[src/rtl/tcw_pkg.sv]
// ----------------------------------------------------------------------------
// tcw_pkg
// shared constants, register codes and types of the text console writer
// ----------------------------------------------------------------------------
package tcw_pkg;

    localparam int COLUMNS_DEF = 80;
    localparam int ROWS_DEF    = 25;

    // widest cell address over the supported geometry range (64 x 256)
    localparam int ADDR_MAX_W = 14;

    localparam int CELL_W   = 16;
    localparam int CHAR_W   = 8;
    localparam int ATTR_W   = 8;
    localparam int COLOR_W  = 4;
    localparam int INDEX_W  = 11;
    localparam int POS_W    = 11;
    localparam int ROW_OUT_W = 5;
    localparam int COL_OUT_W = 7;

    localparam int APB_DATA_W = 32;
    localparam int APB_ADDR_W = 3;

    localparam logic [CHAR_W-1:0] NEWLINE_CODE = 8'h0a;

    localparam logic ACT_WRITE = 1'b0;
    localparam logic ACT_READ  = 1'b1;

    // register index, taken from paddr[2]
    localparam logic REG_FG = 1'b0;
    localparam logic REG_BG = 1'b1;

    localparam logic [COLOR_W-1:0] FG_RESET = 4'h7;
    localparam logic [COLOR_W-1:0] BG_RESET = 4'h0;

    typedef struct packed {
        logic                  we;
        logic [ADDR_MAX_W-1:0] waddr;
        logic [CELL_W-1:0]     wdata;
        logic                  re;
        logic [ADDR_MAX_W-1:0] raddr;
    } mem_req_t;

endpackage

[src/rtl/tcw_cfg_regs.sv]
// ----------------------------------------------------------------------------
// tcw_cfg_regs
// apb register file holding the foreground and background colors
// ----------------------------------------------------------------------------
module tcw_cfg_regs
(
    input  logic                               clk,
    input  logic                               rst_n,
    input  logic                               psel,
    input  logic                               penable,
    input  logic                               pwrite,
    input  logic [tcw_pkg::APB_ADDR_W-1:0]     paddr,
    input  logic [tcw_pkg::APB_DATA_W-1:0]     pwdata,
    output logic [tcw_pkg::APB_DATA_W-1:0]     prdata,
    output logic                               pready,
    output logic [tcw_pkg::ATTR_W-1:0]         attr
);

    logic [tcw_pkg::COLOR_W-1:0] fg_reg;
    logic [tcw_pkg::COLOR_W-1:0] bg_reg;
    logic                        wr_en;

    assign pready = 1'b1;
    assign wr_en  = psel && penable && pwrite;

    always_ff @(posedge clk or negedge rst_n)
    begin
        if (!rst_n)
        begin
            fg_reg <= tcw_pkg::FG_RESET;
            bg_reg <= tcw_pkg::BG_RESET;
        end
        else if (wr_en)
        begin
            if (paddr[2] == tcw_pkg::REG_FG)
            begin
                fg_reg <= pwdata[tcw_pkg::COLOR_W-1:0];
            end
            else
            begin
                bg_reg <= pwdata[tcw_pkg::COLOR_W-1:0];
            end
        end
    end

    always_comb
    begin
        if (paddr[2] == tcw_pkg::REG_FG)
        begin
            prdata = tcw_pkg::APB_DATA_W'(fg_reg);
        end
        else
        begin
            prdata = tcw_pkg::APB_DATA_W'(bg_reg);
        end
    end

    assign attr = {bg_reg, fg_reg};

endmodule

[config.mk]
export PLATFORM = sky130hd
export DESIGN_NAME = tcw_cfg_regs
export DESIGN_NICKNAME = d
export VERILOG_FILES = /design/src/rtl/tcw_pkg.sv /design/src/rtl/tcw_cfg_regs.sv
export SDC_FILE = /design/constraint.sdc
export NUM_CORES = 1
export LEC_CHECK = 0
export BUFFER_PORTS_ARGS = -buffer_cell sky130_fd_sc_hd__clkbuf_2
export CAP_MARGIN = 40
export CORE_MARGIN = 3
export CORE_UTILIZATION = 30
export CTS_CLUSTER_DIAMETER = 40
export DETAILED_ROUTE_END_ITERATION = 12
export GPL_TIMING_DRIVEN = 0
export PLACE_DENSITY = 0.78
export SLEW_MARGIN = 15
export SYNTH_ARGS = -nofsm -noshare
export SYNTH_HDL_FRONTEND = slang
export SYNTH_SLANG_ARGS = --single-unit
[constraint.sdc]
create_clock -name clk -period 1.2 [get_ports clk]
set_clock_uncertainty 0.15 [all_clocks]
set_input_delay 0.24 -clock clk [delete_from_list [all_inputs] [get_ports clk]]
set_output_delay 0.24 -clock clk [all_outputs]
set_load 0.1 [all_outputs]
==> After elaboration in Yosys (flattened, before gate mapping) <==
Index checks and enable logic that the tools add are counted.
{ "word_totals": {"ff_bits": 8, "in_bits": 40, "output_inout_bits": 41, "word_cells": 8} }
{ "op_classes": {"n_mux": 1, "bitwise": 1, "n_reduce_logical": 4} }
{ "ops": {"columns": ["cell", "count"], "rows": [
  ["$mux 4", 1],
  ["$reduce_and 2->1", 2],
  ["$logic_and 1x1->1", 2],
  ["$not 1->1", 1]
]} }

==> Depth between registers and ports, before layout <==
{ "logic_depth": {"word_depth": 3, "mapped_depth": 2, "mapped_depth_nobuf": 2} }

==> Worst setup path after synthesis <==
Ideal clock, no wire load.
{ "synth_timing": {"path_kind": "register to output", "startpoint": "register bg_reg[0] (netlist bit)", "endpoint": "output port prdata[0] (netlist bit)", "arrival_time_ns": 1.565, "required_time_ns": 0.810, "slack_ns": -0.755, "stages_incl_launch_ff": 2, "cell_sequence": "dfrtp_1 -> mux2_2"} }
{ "synth_between": {"elab_chain_cells": 1} }
{ "synth_lines": {"columns": ["item", "line_no", "text"], "rows": [
  ["from (decl)", "tcw_cfg_regs.sv:20", "logic [tcw_pkg::COLOR_W-1:0] bg_reg;"],
  ["from (signal assigned)", "tcw_cfg_regs.sv:31", "bg_reg <= tcw_pkg::BG_RESET;"],
  ["from (signal assigned)", "tcw_cfg_regs.sv:41", "bg_reg <= pwdata[tcw_pkg::COLOR_W-1:0];"],
  ["$mux 4", "tcw_cfg_regs.sv:48", "if (paddr[2] == tcw_pkg::REG_FG)"],
  ["to (decl)", "tcw_cfg_regs.sv:14", "output logic [tcw_pkg::APB_DATA_W-1:0] prdata,"]
]} }
No other way between the ends.

==> Final worst setup path <==
{ "layout_timing": {"startpoint": "register fg_reg[0] (netlist bit)", "endpoint": "output port prdata[0] (netlist bit)"} }
{ "layout_between": {"elab_chain_cells": 1} }
{ "layout_lines": {"columns": ["item", "line_no", "text"], "rows": [
  ["from (decl)", "tcw_cfg_regs.sv:19", "logic [tcw_pkg::COLOR_W-1:0] fg_reg;"],
  ["from (signal assigned)", "tcw_cfg_regs.sv:30", "fg_reg <= tcw_pkg::FG_RESET;"],
  ["from (signal assigned)", "tcw_cfg_regs.sv:37", "fg_reg <= pwdata[tcw_pkg::COLOR_W-1:0];"],
  ["$mux 4", "tcw_cfg_regs.sv:48", null]
]} }
No other way between the ends.

==> flow_summary.json <==
{
  "yosys_warnings": 0,
  "cts_tree": "yes",
  "syn_avg_cell_area_sq_um": 11.3,
  "slew_violations": 0,
  "fin_crit_ns": 1.60,
  "die_h_um": 50.7,
  "ys_ff_latch": 8,
  "comb_power_share_pct": 75.0,
  "nets": 155,
  "seq_power_share_pct": 16.6,
  "clkLatencyLatePin_ns": 0.24,
  "row_count": 15,
  "leakagePower_nw": 0.672,
  "setup_tns_ns": -3.31,
  "grt_pass1_vias": 458,
  "critPathLaunchType": "flip-flop",
  "clk_root_buffer_cell": "clkbuf_4",
  "fin_util_pct": 67.8,
  "hold_violations": 0,
  "dieArea_sq_mm": 0.00257,
  "synthArstFlopShare_pct": 100,
  "cp.arrival_ns": 1.21,
  "synth_area_leaders": "buf_4 36%, mux2_2 22%, dfrtp_1 21%",
  "die_width_um": 50.7,
  "p_per_area_mw_per_mm2": 2100,
  "crit_fanout": 2,
  "critPathCaptureType": "primary output",
  "core_area_sq_mm": 0.00180,
  "drtPass1Iterations": 3,
  "violations": "negative setup slack",
  "max_freq_mhz": 624,
  "synth_top_area_cell": "buf_4",
  "r2r_start": "fg_reg[0]",
  "io_pins": 81,
  "seq_area_sq_um": 226,
  "intPower_mw": 1.17,
  "post_drt_wl_per_cell_um": 10.9,
  "drive_gt1_share_pct": 72.8,
  "diodes": 0,
  "min-delay-start": "pwdata[0]",
  "setup_viol": 12,
  "ir_worst_vdd_v": 0.00109,
  "rr_worst_depth": 3,
  "yosysSeqAreaShare_pct": 34.0,
  "initialDrtViolationCount": 1,
  "post-synth-top-count-cell": "buf_4",
  "clockPowerShare_pct": 8.4,
  "status": "finished with violations",
  "routed-via-count": 493,
  "postSynthCellCount": 53,
  "routed_wl_mm": 1.52,
  "grt_max_degree": 9,
  "track_usage_pct": 12.4,
  "routabilityCongestion": 0.630,
  "synth_edf_count": 0,
  "maxCapViolCount": 0,
  "drc_errors": 0,
  "crit_start": "fg_reg[0]",
  "grt_pass1_wl_mm": 2.32,
  "clk_path_buf_depth": 2,
  "yosysUniqueCellTypes": 7,
  "initial_core_util_pct": 33.3,
  "htree_levels": 1,
  "holdCritPathClass": "input port to flip-flop",
  "synthTopCellsByCount": "29 x buf_4, 12 x mux2_2, 5 x dfrtp_1",
  "min_path_cells": 2,
  "clk_pin_slew_ns": 0.06,
  "io_buffers": 21,
  "p_sw_share_pct": 54.4,
  "synth_top_area_share_pct": 36.3,
  "cts_inserted_buffers": 3,
  "period_share_pct": 133,
  "rsz0062_at_grt": "true",
  "setup_slack_ns": -0.402,
  "ant_nets": 0,
  "area_growth_pct": 103,
  "switching_power_mw": 1.40,
  "synth_flop_cell": "dfrtp_1",
  "num-fill-cells": 136,
  "critical_path_required_ns": 0.81,
  "gr-total-overflow": 0,
  "syn_area_sq_um": 601,
  "multi_input_area_sq_um": 299,
  "viasPerCell": 3.55,
  "antenna_found_initial": 0,
  "critical_path_class": "flip-flop to primary output",
  "cts_sinks": 8
}
==> per-layer routing <==
| metal | routed length [um] | global-route usage (%) | up-vias |
|---|---|---|---|
| met5 | 0 | 0 | - |
| met4 | 0 | 2.69 | 0 |
| met3 | 151 | 5.04 | 0 |
| met2 | 807 | 23.3 | 34 |
| met1 | 557 | 12.8 | 220 |
| li1 | - | - | 239 |
==> cell usage in the layout (no fill, tap or decap), types with 2 or more instances in the layout <==
cell type and n:
dfrtp_2 3, clkbuf_16 10, dfstp_4 3, buf_6 4
mux2_4 5, dfrtp_4 2, mux2_2 7, clkbuf_4 3
buf_12 2, conb_1 29, buf_4 33, clkbuf_2 9
==> final timing paths <==
check / end / slack, ns
worst max register to register: fg_reg[0] / 0.03
min in group asynchronous: bg_reg[1] / 0.21
worst min register to register: bg_reg[2] / 0.41
worst min-delay path: fg_reg[0] / 0.09
max in group asynchronous: fg_reg[2] / 0.44
worst max-delay path: prdata[0] / -0.40
==> power groups by stage <==
stage	logic [mW]	registers, mW	clock network (mW)
3_5_place_dp	1.41	0.426	0
2_1_floorplan	0.835	0.871	0
3_3_place_gp	1.41	0.419	0
6_report	1.93	0.426	0.216
4_1_cts	1.83	0.424	0.223
5_1_grt	1.97	0.437	0.247
==> critical path, stage by stage (launching register included) <==
cell,delay [ns]
dfstp_4,0.62
mux2_4,0.15
clkbuf_16,0.19
==> per-stage QoR <==
| stage | area, sq um | instances | power (mW) | setup slack [ns] | hold slack [ns] |
|---|---|---|---|---|---|
| after floorplan | 739 | 80 | 1.71 | -0.363 | -0.206 |
| after global placement | 876 | 126 | 1.82 | -0.363 | -0.0594 |
| after detailed placement | 876 | 126 | 1.84 | -0.377 | -0.0555 |
| after CTS | 1170 | 136 | 2.48 | -0.405 | 0.0817 |
| after global routing | 1220 | 139 | 2.66 | -0.443 | 0.0786 |
| final | 1220 | 139 | 2.57 | -0.402 | 0.0892 |
==> cell families (layout without fill, tap and decap cells) <==
family | Yosys count | in the layout | share of synthesized area [%]
DFF | 8 | 8 | 34.0
and+or+nand+nor | 2 | 2 | 6.04
buffers and inverters | 29 | 63 | 36.3
other | 2 | 29 | 1.25
muxes | 12 | 12 | 22.5
==> cell type report <==
class | instances | area share, %
Tap cell | 25 | 2.56
Buffer | 29 | 17.8
Timing Repair Buffer | 30 | 34.4
Sequential cell | 8 | 18.5
Multi-Input combinational cell | 43 | 24.5
Clock buffer | 4 | 2.15
==> what timing repair did <==
action	4_1_cts	5_1_grt
endpoints found under the setup margin	12	13
setup buffers	5	3
hold endpoints to repair	8	0
gates cloned	0	0
hold buffers	1	0
gates resized for setup	35	9
Note: power is estimated with default switching activity, not from simulation.
