<file path="src/rtl/tcw_pkg.sv">
// ----------------------------------------------------------------------------
// tcw_pkg
// shared constants, register codes and types of the text console writer
// ----------------------------------------------------------------------------
package tcw_pkg;

    localparam int COLUMNS_DEF = 80;
    localparam int ROWS_DEF    = 25;

    // widest cell address over the supported geometry range (64 x 256)
    localparam int ADDR_MAX_W = 14;

    localparam int CELL_W   = 16;
    localparam int CHAR_W   = 8;
    localparam int ATTR_W   = 8;
    localparam int COLOR_W  = 4;
    localparam int INDEX_W  = 11;
    localparam int POS_W    = 11;
    localparam int ROW_OUT_W = 5;
    localparam int COL_OUT_W = 7;

    localparam int APB_DATA_W = 32;
    localparam int APB_ADDR_W = 3;

    localparam logic [CHAR_W-1:0] NEWLINE_CODE = 8'h0a;

    localparam logic ACT_WRITE = 1'b0;
    localparam logic ACT_READ  = 1'b1;

    // register index, taken from paddr[2]
    localparam logic REG_FG = 1'b0;
    localparam logic REG_BG = 1'b1;

    localparam logic [COLOR_W-1:0] FG_RESET = 4'h7;
    localparam logic [COLOR_W-1:0] BG_RESET = 4'h0;

    typedef struct packed {
        logic                  we;
        logic [ADDR_MAX_W-1:0] waddr;
        logic [CELL_W-1:0]     wdata;
        logic                  re;
        logic [ADDR_MAX_W-1:0] raddr;
    } mem_req_t;

endpackage

</file>
<file path="src/rtl/tcw_if.sv">
// ----------------------------------------------------------------------------
// tcw_if
// valid/ready channels for console requests and results
// ----------------------------------------------------------------------------
interface tcw_req_if;
    logic                         valid;
    logic                         ready;
    logic                         action;
    logic [tcw_pkg::CHAR_W-1:0]   char_code;
    logic [tcw_pkg::INDEX_W-1:0]  cell_index;

    modport source (output valid, output action, output char_code, output cell_index,
                    input ready);
    modport sink   (input valid, input action, input char_code, input cell_index,
                    output ready);
endinterface

interface tcw_rsp_if;
    logic                           valid;
    logic                           ready;
    logic [tcw_pkg::CELL_W-1:0]     read_data;
    logic [tcw_pkg::POS_W-1:0]      cursor_pos;
    logic [tcw_pkg::ROW_OUT_W-1:0]  cursor_row;
    logic [tcw_pkg::COL_OUT_W-1:0]  cursor_col;
    logic                           scrolled;

    modport source (output valid, output read_data, output cursor_pos, output cursor_row,
                    output cursor_col, output scrolled, input ready);
    modport sink   (input valid, input read_data, input cursor_pos, input cursor_row,
                    input cursor_col, input scrolled, output ready);
endinterface

</file>
<file path="src/rtl/tcw_seq.sv">
// ----------------------------------------------------------------------------
// tcw_seq
// cursor state, item sequencer and the copy/clear sweep over the cell store
// ----------------------------------------------------------------------------
module tcw_seq
#(
    parameter int COLUMNS = tcw_pkg::COLUMNS_DEF,
    parameter int ROWS    = tcw_pkg::ROWS_DEF
)
(
    input  logic                        clk,
    input  logic                        rst_n,
    tcw_req_if.sink                     req,
    tcw_rsp_if.source                   rsp,
    input  logic [tcw_pkg::ATTR_W-1:0]  attr,
    output tcw_pkg::mem_req_t           mem,
    input  logic [tcw_pkg::CELL_W-1:0]  rdata
);

    localparam int CELL_COUNT = COLUMNS * ROWS;
    localparam int LAST_BASE  = (ROWS - 1) * COLUMNS;
    localparam int ADDR_W     = $clog2(CELL_COUNT);
    localparam int CNT_W      = $clog2(CELL_COUNT + 1);
    localparam int COL_W      = $clog2(COLUMNS);
    localparam int ROW_W      = $clog2(ROWS);
    localparam int AMW        = tcw_pkg::ADDR_MAX_W;

    localparam logic [2:0] ST_CLEAR = 3'd0;
    localparam logic [2:0] ST_IDLE  = 3'd1;
    localparam logic [2:0] ST_READ  = 3'd2;
    localparam logic [2:0] ST_COPY  = 3'd3;
    localparam logic [2:0] ST_DONE  = 3'd4;

    logic [2:0]        state_reg, state_next;
    logic [COL_W-1:0]  col_reg, col_next;
    logic [ROW_W-1:0]  row_reg, row_next;
    logic [ADDR_W-1:0] pos_reg, pos_next;
    logic [ADDR_W-1:0] base_reg, base_next;
    logic [CNT_W-1:0]  src_reg, src_next;
    logic [ADDR_W-1:0] dst_reg, dst_next;
    logic              cp_valid_reg, cp_valid_next;
    logic              rd_ok_reg, rd_ok_next;
    logic              res_scrolled_reg, res_scrolled_next;
    logic [tcw_pkg::CELL_W-1:0] res_data_reg, res_data_next;

    logic                          out_valid_reg, out_valid_next;
    logic [tcw_pkg::CELL_W-1:0]    out_data_reg, out_data_next;
    logic [tcw_pkg::POS_W-1:0]     out_pos_reg, out_pos_next;
    logic [tcw_pkg::ROW_OUT_W-1:0] out_row_reg, out_row_next;
    logic [tcw_pkg::COL_OUT_W-1:0] out_col_reg, out_col_next;
    logic                          out_scr_reg, out_scr_next;

    logic              accept;
    logic              line_break;
    logic              idx_ok;
    logic [ADDR_W-1:0] next_base;

    assign req.ready = (state_reg == ST_IDLE);
    assign accept    = req.valid && req.ready;
    assign idx_ok    = (32'(req.cell_index) < CELL_COUNT);
    assign next_base = ADDR_W'(base_reg + ADDR_W'(COLUMNS));

    always_comb
    begin
        state_next        = state_reg;
        col_next          = col_reg;
        row_next          = row_reg;
        pos_next          = pos_reg;
        base_next         = base_reg;
        src_next          = src_reg;
        dst_next          = dst_reg;
        cp_valid_next     = cp_valid_reg;
        rd_ok_next        = rd_ok_reg;
        res_scrolled_next = res_scrolled_reg;
        res_data_next     = res_data_reg;
        out_valid_next    = out_valid_reg && !rsp.ready;
        out_data_next     = out_data_reg;
        out_pos_next      = out_pos_reg;
        out_row_next      = out_row_reg;
        out_col_next      = out_col_reg;
        out_scr_next      = out_scr_reg;
        line_break        = 1'b0;
        mem.we            = 1'b0;
        mem.waddr         = AMW'(pos_reg);
        mem.wdata         = {attr, req.char_code};
        mem.re            = 1'b0;
        mem.raddr         = AMW'(req.cell_index);

        case (state_reg)
            ST_IDLE:
            begin
                if (accept)
                begin
                    if (req.action == tcw_pkg::ACT_READ)
                    begin
                        rd_ok_next = idx_ok;
                        mem.re     = idx_ok;
                        state_next = ST_READ;
                    end
                    else
                    begin
                        res_data_next     = '0;
                        res_scrolled_next = 1'b0;
                        state_next        = ST_DONE;
                        if (req.char_code == tcw_pkg::NEWLINE_CODE)
                        begin
                            line_break = 1'b1;
                        end
                        else
                        begin
                            mem.we = 1'b1;
                            if (col_reg == COL_W'(COLUMNS - 1))
                            begin
                                line_break = 1'b1;
                            end
                            else
                            begin
                                col_next = col_reg + 1'b1;
                                pos_next = pos_reg + 1'b1;
                            end
                        end
                        if (line_break)
                        begin
                            col_next = '0;
                            if (row_reg == ROW_W'(ROWS - 1))
                            begin
                                base_next         = ADDR_W'(LAST_BASE);
                                pos_next          = ADDR_W'(LAST_BASE);
                                res_scrolled_next = 1'b1;
                                src_next          = CNT_W'(COLUMNS);
                                dst_next          = '0;
                                cp_valid_next     = 1'b0;
                                state_next        = ST_COPY;
                            end
                            else
                            begin
                                row_next  = row_reg + 1'b1;
                                base_next = next_base;
                                pos_next  = next_base;
                            end
                        end
                    end
                end
            end
            ST_READ:
            begin
                res_data_next     = rd_ok_reg ? rdata : '0;
                res_scrolled_next = 1'b0;
                state_next        = ST_DONE;
            end
            ST_COPY:
            begin
                // read one row ahead, write the previous read back one row up
                mem.raddr = AMW'(src_reg);
                mem.waddr = AMW'(dst_reg);
                mem.wdata = rdata;
                mem.re    = (src_reg < CNT_W'(CELL_COUNT));
                mem.we    = cp_valid_reg;
                if (mem.re)
                begin
                    src_next = src_reg + 1'b1;
                end
                if (cp_valid_reg)
                begin
                    dst_next = dst_reg + 1'b1;
                end
                cp_valid_next = mem.re;
                if (!mem.re && !cp_valid_reg)
                begin
                    state_next = ST_CLEAR;
                end
            end
            ST_CLEAR:
            begin
                mem.we    = 1'b1;
                mem.waddr = AMW'(dst_reg);
                mem.wdata = '0;
                dst_next  = dst_reg + 1'b1;
                if (dst_reg == ADDR_W'(CELL_COUNT - 1))
                begin
                    state_next = res_scrolled_reg ? ST_DONE : ST_IDLE;
                end
            end
            ST_DONE:
            begin
                if (!out_valid_reg || rsp.ready)
                begin
                    out_valid_next = 1'b1;
                    out_data_next  = res_data_reg;
                    out_pos_next   = tcw_pkg::POS_W'(pos_reg);
                    out_row_next   = tcw_pkg::ROW_OUT_W'(row_reg);
                    out_col_next   = tcw_pkg::COL_OUT_W'(col_reg);
                    out_scr_next   = res_scrolled_reg;
                    state_next     = ST_IDLE;
                end
            end
            default:
            begin
                state_next = ST_IDLE;
            end
        endcase
    end

    always_ff @(posedge clk or negedge rst_n)
    begin
        if (!rst_n)
        begin
            state_reg        <= ST_CLEAR;
            col_reg          <= '0;
            row_reg          <= '0;
            pos_reg          <= '0;
            base_reg         <= '0;
            src_reg          <= '0;
            dst_reg          <= '0;
            cp_valid_reg     <= 1'b0;
            rd_ok_reg        <= 1'b0;
            res_scrolled_reg <= 1'b0;
            out_valid_reg    <= 1'b0;
        end
        else
        begin
            state_reg        <= state_next;
            col_reg          <= col_next;
            row_reg          <= row_next;
            pos_reg          <= pos_next;
            base_reg         <= base_next;
            src_reg          <= src_next;
            dst_reg          <= dst_next;
            cp_valid_reg     <= cp_valid_next;
            rd_ok_reg        <= rd_ok_next;
            res_scrolled_reg <= res_scrolled_next;
            out_valid_reg    <= out_valid_next;
        end
    end

    always_ff @(posedge clk)
    begin
        res_data_reg <= res_data_next;
        out_data_reg <= out_data_next;
        out_pos_reg  <= out_pos_next;
        out_row_reg  <= out_row_next;
        out_col_reg  <= out_col_next;
        out_scr_reg  <= out_scr_next;
    end

    assign rsp.valid      = out_valid_reg;
    assign rsp.read_data  = out_data_reg;
    assign rsp.cursor_pos = out_pos_reg;
    assign rsp.cursor_row = out_row_reg;
    assign rsp.cursor_col = out_col_reg;
    assign rsp.scrolled   = out_scr_reg;

    a_pos_tracks_cursor: assert property (@(posedge clk) disable iff (!rst_n)
        pos_reg == ADDR_W'(base_reg + ADDR_W'(col_reg)))
        else $error("linear cursor out of step with row base and column");

    a_col_in_range: assert property (@(posedge clk) disable iff (!rst_n)
        col_reg < COL_W'(COLUMNS - 1) || col_reg == COL_W'(COLUMNS - 1))
        else $error("cursor column beyond last column");

    a_copy_below_src: assert property (@(posedge clk) disable iff (!rst_n)
        (state_reg == ST_COPY && mem.we) |-> (CNT_W'(dst_reg) < src_reg))
        else $error("scroll copy writes at or above its read pointer");

    a_scroll_cursor: assert property (@(posedge clk) disable iff (!rst_n)
        (state_reg == ST_DONE && res_scrolled_reg) |->
            (row_reg == ROW_W'(ROWS - 1) && col_reg == '0))
        else $error("scrolled item left cursor off the last row start");

endmodule

</file>
<file path="src/flat_wrapper.sv">
// flat-port wrapper written by rule: the top's interface ports become plain ports
module tcw_seq_flat 
#(
    parameter int COLUMNS = tcw_pkg::COLUMNS_DEF,
    parameter int ROWS    = tcw_pkg::ROWS_DEF
)
  (clk, rst_n, attr, mem, rdata, req_valid, req_action, req_char_code, req_cell_index, req_ready, rsp_valid, rsp_read_data, rsp_cursor_pos, rsp_cursor_row, rsp_cursor_col, rsp_scrolled, rsp_ready);
  tcw_req_if req_i ();
  tcw_rsp_if rsp_i ();
  input  logic clk;
  input  logic rst_n;
  input  logic [tcw_pkg::ATTR_W-1:0] attr;
  output tcw_pkg::mem_req_t mem;
  input  logic [tcw_pkg::CELL_W-1:0] rdata;
  input wire logic [$bits(req_i.valid)-1:0] req_valid;
  input wire logic [$bits(req_i.action)-1:0] req_action;
  input wire logic [$bits(req_i.char_code)-1:0] req_char_code;
  input wire logic [$bits(req_i.cell_index)-1:0] req_cell_index;
  output wire logic [$bits(req_i.ready)-1:0] req_ready;
  output wire logic [$bits(rsp_i.valid)-1:0] rsp_valid;
  output wire logic [$bits(rsp_i.read_data)-1:0] rsp_read_data;
  output wire logic [$bits(rsp_i.cursor_pos)-1:0] rsp_cursor_pos;
  output wire logic [$bits(rsp_i.cursor_row)-1:0] rsp_cursor_row;
  output wire logic [$bits(rsp_i.cursor_col)-1:0] rsp_cursor_col;
  output wire logic [$bits(rsp_i.scrolled)-1:0] rsp_scrolled;
  input wire logic [$bits(rsp_i.ready)-1:0] rsp_ready;
  assign req_i.valid = req_valid;
  assign req_i.action = req_action;
  assign req_i.char_code = req_char_code;
  assign req_i.cell_index = req_cell_index;
  assign req_ready = req_i.ready;
  assign rsp_valid = rsp_i.valid;
  assign rsp_read_data = rsp_i.read_data;
  assign rsp_cursor_pos = rsp_i.cursor_pos;
  assign rsp_cursor_row = rsp_i.cursor_row;
  assign rsp_cursor_col = rsp_i.cursor_col;
  assign rsp_scrolled = rsp_i.scrolled;
  assign rsp_i.ready = rsp_ready;
  tcw_seq #(.COLUMNS(COLUMNS), .ROWS(ROWS)) u_core (.clk(clk), .rst_n(rst_n), .req(req_i), .rsp(rsp_i), .attr(attr), .mem(mem), .rdata(rdata));
endmodule
</file>
<file path="config.mk">
export PLATFORM = sky130hd
export DESIGN_NAME = tcw_seq_flat
export DESIGN_NICKNAME = d
export VERILOG_FILES = /design/src/rtl/tcw_pkg.sv /design/src/rtl/tcw_if.sv /design/src/rtl/tcw_seq.sv /design/src/flat_wrapper.sv
export SDC_FILE = /design/constraint.sdc
export NUM_CORES = 1
export LEC_CHECK = 0
export ABC_AREA = 1
export BUFFER_PORTS_ARGS = -buffer_cell sky130_fd_sc_hd__buf_2
export CORE_ASPECT_RATIO = 1.5
export CORE_MARGIN = 5
export CORE_UTILIZATION = 35
export DETAILED_ROUTE_END_ITERATION = 12
export MAX_ROUTING_LAYER = met4
export PLACE_DENSITY = 0.55
export SLEW_MARGIN = 20
export SYNTH_ARGS = -nofsm -noshare
export SYNTH_HDL_FRONTEND = slang
export SYNTH_SLANG_ARGS = --single-unit
export TNS_END_PERCENT = 1
</file>
<file path="constraint.sdc">
create_clock -name clk -period 8.8 [get_ports clk]
set_input_delay 2.2 -clock clk [delete_from_list [all_inputs] [get_ports clk]]
set_output_delay 2.2 -clock clk [all_outputs]
set_load 0.01 [all_outputs]
</file>
# Yosys cells after proc, flatten, opt, wreduce, memory -nomap -nowiden
# Index checks and enable logic that the tools add are counted.
[totals] reg_bits=119 elab_cells=126 output_inout_bits=88 inputBits=48
[op_classes] addsub=6 magnitude_cmp=2 n_reduce_logical=22 mux=58 n_bitwise=2 eq_ne=19
[op_table] cell="$mux W11" n=15
[op_table] cell="$pmux W27 S2" n=1
[op_table] cell="$mux W16" n=3
[op_table] cell="$add A11 B1 Y11 const B" n=3
[op_table] cell="$pmux W11 S3" n=1
[op_table] cell="$pmux W16 S2" n=1
[op_table] cell="$mux W3" n=8
[op_table] cell="$lt A11 B11 Y1 const B" n=2
[op_table] cell="$pmux W11 S2" n=1
[op_table] cell="$mux W7" n=3
[op_table] cell="$mux W1" n=20
[op_table] cell="$pmux W3 S5" n=1
[op_table] cell="$reduce_and A5 Y1" n=3
[op_table] cell="$ne A2 B2 Y1 const B" n=6
[op_table] cell="$reduce_and A6 Y1" n=2
[op_table] cell="$add A11 B7 Y11 const B" n=1
[op_table] cell="$eq A11 B11 Y1 const B" n=1
[op_table] cell="$ne A2 B1 Y1 const B" n=5
[op_table] cell="$eq A8 B4 Y1 const B" n=1
[op_table] cell="$reduce_and A4 Y1" n=2
[op_table] cell="$add A7 B1 Y7 const B" n=1
[op_table] cell="$eq A7 B7 Y1 const B" n=1
[op_table] cell="$eq A3 B2 Y1 const B" n=2
[op_table] cell="$pmux W1 S2" n=3
[op_table] cell="other kinds (14)" n=22

# Logic depth before layout (Yosys ltp)
[depth] depth_word=10 ltp_mapped=11 mapped_depth_nobuf=11

# Worst setup path before layout
# No wires, ideal clock.
[synth_timing] path_type="input to output" start="in req_valid" end="out mem[45] (netlist bit)" stages=5 t_required_ps=6600 path_slack_ps=3863 arrival_time_ps=2737 n_path_buf=1 path_cell_list="nand2_4 -> nor2_4 -> buf_2 -> nand2_1 -> nand3_1"
[synth_lines] element="from (decl)" line="flat_wrapper.sv:15" text="input wire logic [$bits(req_i.valid)-1:0] req_valid;"
[synth_lines] element="to (decl)" line="flat_wrapper.sv:13" text="output tcw_pkg::mem_req_t mem;"

==> flow_metrics.env <==
export IMPL_clock_insertion_delay_worst_skew_ns=0.41
export IMPL_dp_hpwl_mm=11.8
export IMPL_n_antenna_cell=0
export IMPL_total_leakage_power_uw=0.00367
export IMPL_timing_final_hold_violations=0
export IMPL_post_layout_total_power_uw=2110
export IMPL_post_route_cells_drive_above_1_share_pct=22.3
export IMPL_worstMarginPinSlew_ns=0.851
export IMPL_synth_top_cells_by_area="sky130_fd_sc_hd__edfxtp_1 27%, sky130_fd_sc_hd__dfrtp_1 26%, sky130_fd_sc_hd__nand2_1 13%, sky130_fd_sc_hd__inv_1 5.5%, sky130_fd_sc_hd__nor2_1 5.3%"
export IMPL_dieArea_um2=20300
export IMPL_grt_pass1_vias=5135
export IMPL_async_reset_ff_share_pct=52.9
export IMPL_drc=0
export IMPL_achievable_clock_frequency_mhz=190
export IMPL_worst_endpoint_required_ns=6.60
export IMPL_crit_top_cell="sky130_fd_sc_hd__nand2_1"
export IMPL_outcome="complete, no violations"
export IMPL_postCtsResizedCells=0
export IMPL_sequential_cell_area_um2=3260
export IMPL_rsz_0062_raised_after_global_routing="no"
export IMPL_synth_most_common_cell="sky130_fd_sc_hd__nand2_1"
export IMPL_grtUsageTotal_pct=16.6
export IMPL_vias=5083
export IMPL_cell_internal_pwr_uw=1330
export IMPL_num_fill_cells=1797
export IMPL_gp_congestion=0.900
export IMPL_timing_critical_path_from_type="input port"
export IMPL_numCtsBuffers=17
export IMPL_finalWorstPathRequiredPeriod_ns=5.27
export IMPL_final_core_utilization_pct=43.5
export IMPL_clock_tree_root_cell="sky130_fd_sc_hd__clkbuf_16"
export IMPL_p_per_area_nw_per_um2=281
export IMPL_syn_to_final_growth_pct=22.7
export IMPL_wl_per_cell_um=14.4
export IMPL_final_antenna_net_count=0
export IMPL_synth_seq_cells=119
export IMPL_drv_max_cap_violation_count=0
export IMPL_crit_path_max_fanout=3
export IMPL_path_class="in -> out"
export IMPL_synthesis_instances=727
export IMPL_final_setup_skew_ns=0.0105
export IMPL_floorplan_initialDensity_pct=35.5
export IMPL_finalSetupViolations=0
export IMPL_cell_chain_of_the_critical_path="buf_2 -> inv_1 -> nand2_1 -> nor2_1 -> nand2_1 -> nand2_1 -> nand3_1 -> buf_2"
export IMPL_fraction_of_synthesized_cell_area_taken_by_the_top_area_cell_type_pct=27.4
export IMPL_synth_main_ff_cell="sky130_fd_sc_hd__dfrtp_1"
export IMPL_port_buffers=129
export IMPL_multi_input_comb_area_um2=2390
export IMPL_number_of_max_slew_violations_in_the_final_report=0
export IMPL_ioPinCount=136
export IMPL_sw_frac_of_total_pct=37.2
export IMPL_number_of_search_and_repair_iterations_in_the_first_detailed_routing_pass=4
export IMPL_comb_power_share_pct=29.0
export IMPL_timing_reg2reg_setup_slack_ns=6.47
export IMPL_synth_edff_count=56
export IMPL_grt_first_pass_wirelength_mm=26.1
export IMPL_syn_area_um2=6130
export IMPL_timing_slew_headroom_pct=43.2
export IMPL_synth_common_cells="218 x sky130_fd_sc_hd__nand2_1, 89 x sky130_fd_sc_hd__inv_1, 87 x sky130_fd_sc_hd__nor2_1, 63 x sky130_fd_sc_hd__dfrtp_1, 56 x sky130_fd_sc_hd__edfxtp_1"
export IMPL_cts_hold_buffers_added=0
export IMPL_post_drt_via_cell_ratio=4.68
export IMPL_number_of_violations_reported_at_the_end_of_detailed_routing_iteration_0=266
export IMPL_share_clk_of_total_power_pct=32.3
export IMPL_route_final_wire_length_mm=15.7
export IMPL_die_h_um=172
export IMPL_synth_yosys_warnings=0
export IMPL_vdd_ir_drop_max_mv=0.111
export IMPL_clock_sinks=119
export IMPL_synth_top_area_cell="sky130_fd_sc_hd__edfxtp_1"
export IMPL_fin_crit_sh_pct=59.9
export IMPL_synth_lib_cells_used_distinct=35
export IMPL_core_area_um2=17300
export IMPL_std_cell_rows=59
export IMPL_ctsLongestPathBuffers=2
export IMPL_critical_path_slowest_cell="sky130_fd_sc_hd__nand2_1"
export IMPL_holdCritPathClass="reg -> reg"
export IMPL_dieWidth_um=118
export IMPL_final_nets=916
export IMPL_synthesis_area_per_instance_um2=8.43
export IMPL_cts_setup_buffers=0
export IMPL_antenna_found_initial=0
export IMPL_critical_path_max_stage_delay_ns=0.17
export IMPL_grt_ovfl_total=0
export IMPL_ctsHtreeMaxLevel=4
export IMPL_worst_setup_path_end_kind="output pin"
export IMPL_ys_seq_area_share_pct=53.2
export IMPL_grt_start_max_net_pins=64
export IMPL_finalSetupTns_ns=0
export IMPL_arrival_ns=3.07
export IMPL_p_switching_uw=787
export IMPL_clk_transition_reported_paths_ns=0.06
export IMPL_cts_tree="yes"
export IMPL_seq_power_share_pct=38.7
[metal layers]
layer	wire length, um	GRT usage (%)	up-vias
li1	-	-	2585
met1	6200	18.0	2351
met2	8550	30.1	128
met4	289	6.24	0
met5	0	-	-
met3	666	3.34	19
[metrics by stage]
stage | worst slack, ns | std cells | hold WS [ns] | area, um^2
6_report | 3.53 | 1087 | 0.415 | 7520
3_3_place_gp | 3.55 | 1055 | 0.402 | 6940
3_5_place_dp | 3.55 | 1055 | 0.406 | 6940
4_1_cts | 3.55 | 1087 | 0.418 | 7520
2_1_floorplan | 3.86 | 732 | 0.400 | 6150
5_1_grt | 3.44 | 1087 | 0.424 | 7520
[worst max-delay path: cells and delay by family]
family                 cells  cell delay (ns)
buffers and inverters      3             0.33
and+or+nand+nor            5             0.55
[power by group through the flow]
stage	Combinational, uW	Clock [uW]	Sequential [uW]
2_1_floorplan	412	0	817
3_3_place_gp	622	0	829
3_5_place_dp	622	0	830
4_1_cts	626	696	820
5_1_grt	693	722	836
6_report	613	682	819
[cells in the final DEF (no fill, tap or decap), types with 4 or more instances in the layout]
cell and count:
sky130_fd_sc_hd__nand2_1 218, sky130_fd_sc_hd__buf_2 129, sky130_fd_sc_hd__inv_1 89, sky130_fd_sc_hd__nor2_1 86, sky130_fd_sc_hd__dfrtp_1 63, sky130_fd_sc_hd__edfxtp_1 56, sky130_fd_sc_hd__o21ai_0 47, sky130_fd_sc_hd__nand3_1 42
sky130_fd_sc_hd__clkbuf_16 17, sky130_fd_sc_hd__xor2_1 16, sky130_fd_sc_hd__o22ai_1 9, sky130_fd_sc_hd__nand4_1 9, sky130_fd_sc_hd__nor3_1 9, sky130_fd_sc_hd__nor2_4 7, sky130_fd_sc_hd__a21oi_1 7, sky130_fd_sc_hd__inv_6 7
sky130_fd_sc_hd__ha_1 7, sky130_fd_sc_hd__nand2_2 6, sky130_fd_sc_hd__conb_1 6, sky130_fd_sc_hd__nand2_4 5, sky130_fd_sc_hd__o21ai_1 5, sky130_fd_sc_hd__xnor2_1 4, sky130_fd_sc_hd__inv_8 4
[final cells by class]
cell class | instances | area share, %
tap | 213 | 3.54
inverter | 93 | 4.71
timing repair buffer | 132 | 8.89
clock inverter | 15 | 2.11
multi-input combinational | 498 | 31.8
sequential | 119 | 43.3
clock buffer | 17 | 5.66
[logic make-up (layout without fill, tap and decap cells)]
family                     Yosys count  in the layout  share of synthesized area (%)
AOI/OAI and AO/OA                   75             75                           6.68
xor gates and xnor gates            20             20                           2.86
adders and majority gates            7              7                           1.43
buffers and inverters              115            257                           8.27
DFF                                119            119                           53.2
other                                1              6                         0.0612
and+or+nand+nor                    390            390                           27.5
[worst paths after layout]
| check | cells after the start | end | start |
|---|---|---|---|
| max | 8 | mem[45] | req_char_code[4] |
| min | 0 | u_core.rsp.read_data[8]$_DFFE_PP_ | u_core.res_data_reg[8]$_SDFFCE_PN0P_ |
| max reg2reg | 11 | u_core.dst_reg[2]$_DFFE_PN0P_ | u_core.row_reg[0]$_DFFE_PN0P_ |
| min reg2reg | 0 | u_core.rsp.read_data[8]$_DFFE_PP_ | u_core.res_data_reg[8]$_SDFFCE_PN0P_ |
| max in group asynchronous | 2 | u_core.col_reg[6]$_DFFE_PN0P_ | rst_n |
| min in group asynchronous | 2 | u_core.dst_reg[9]$_DFFE_PN0P_ | rst_n |
No activity file was read; power rests on OpenSTA's default activity.
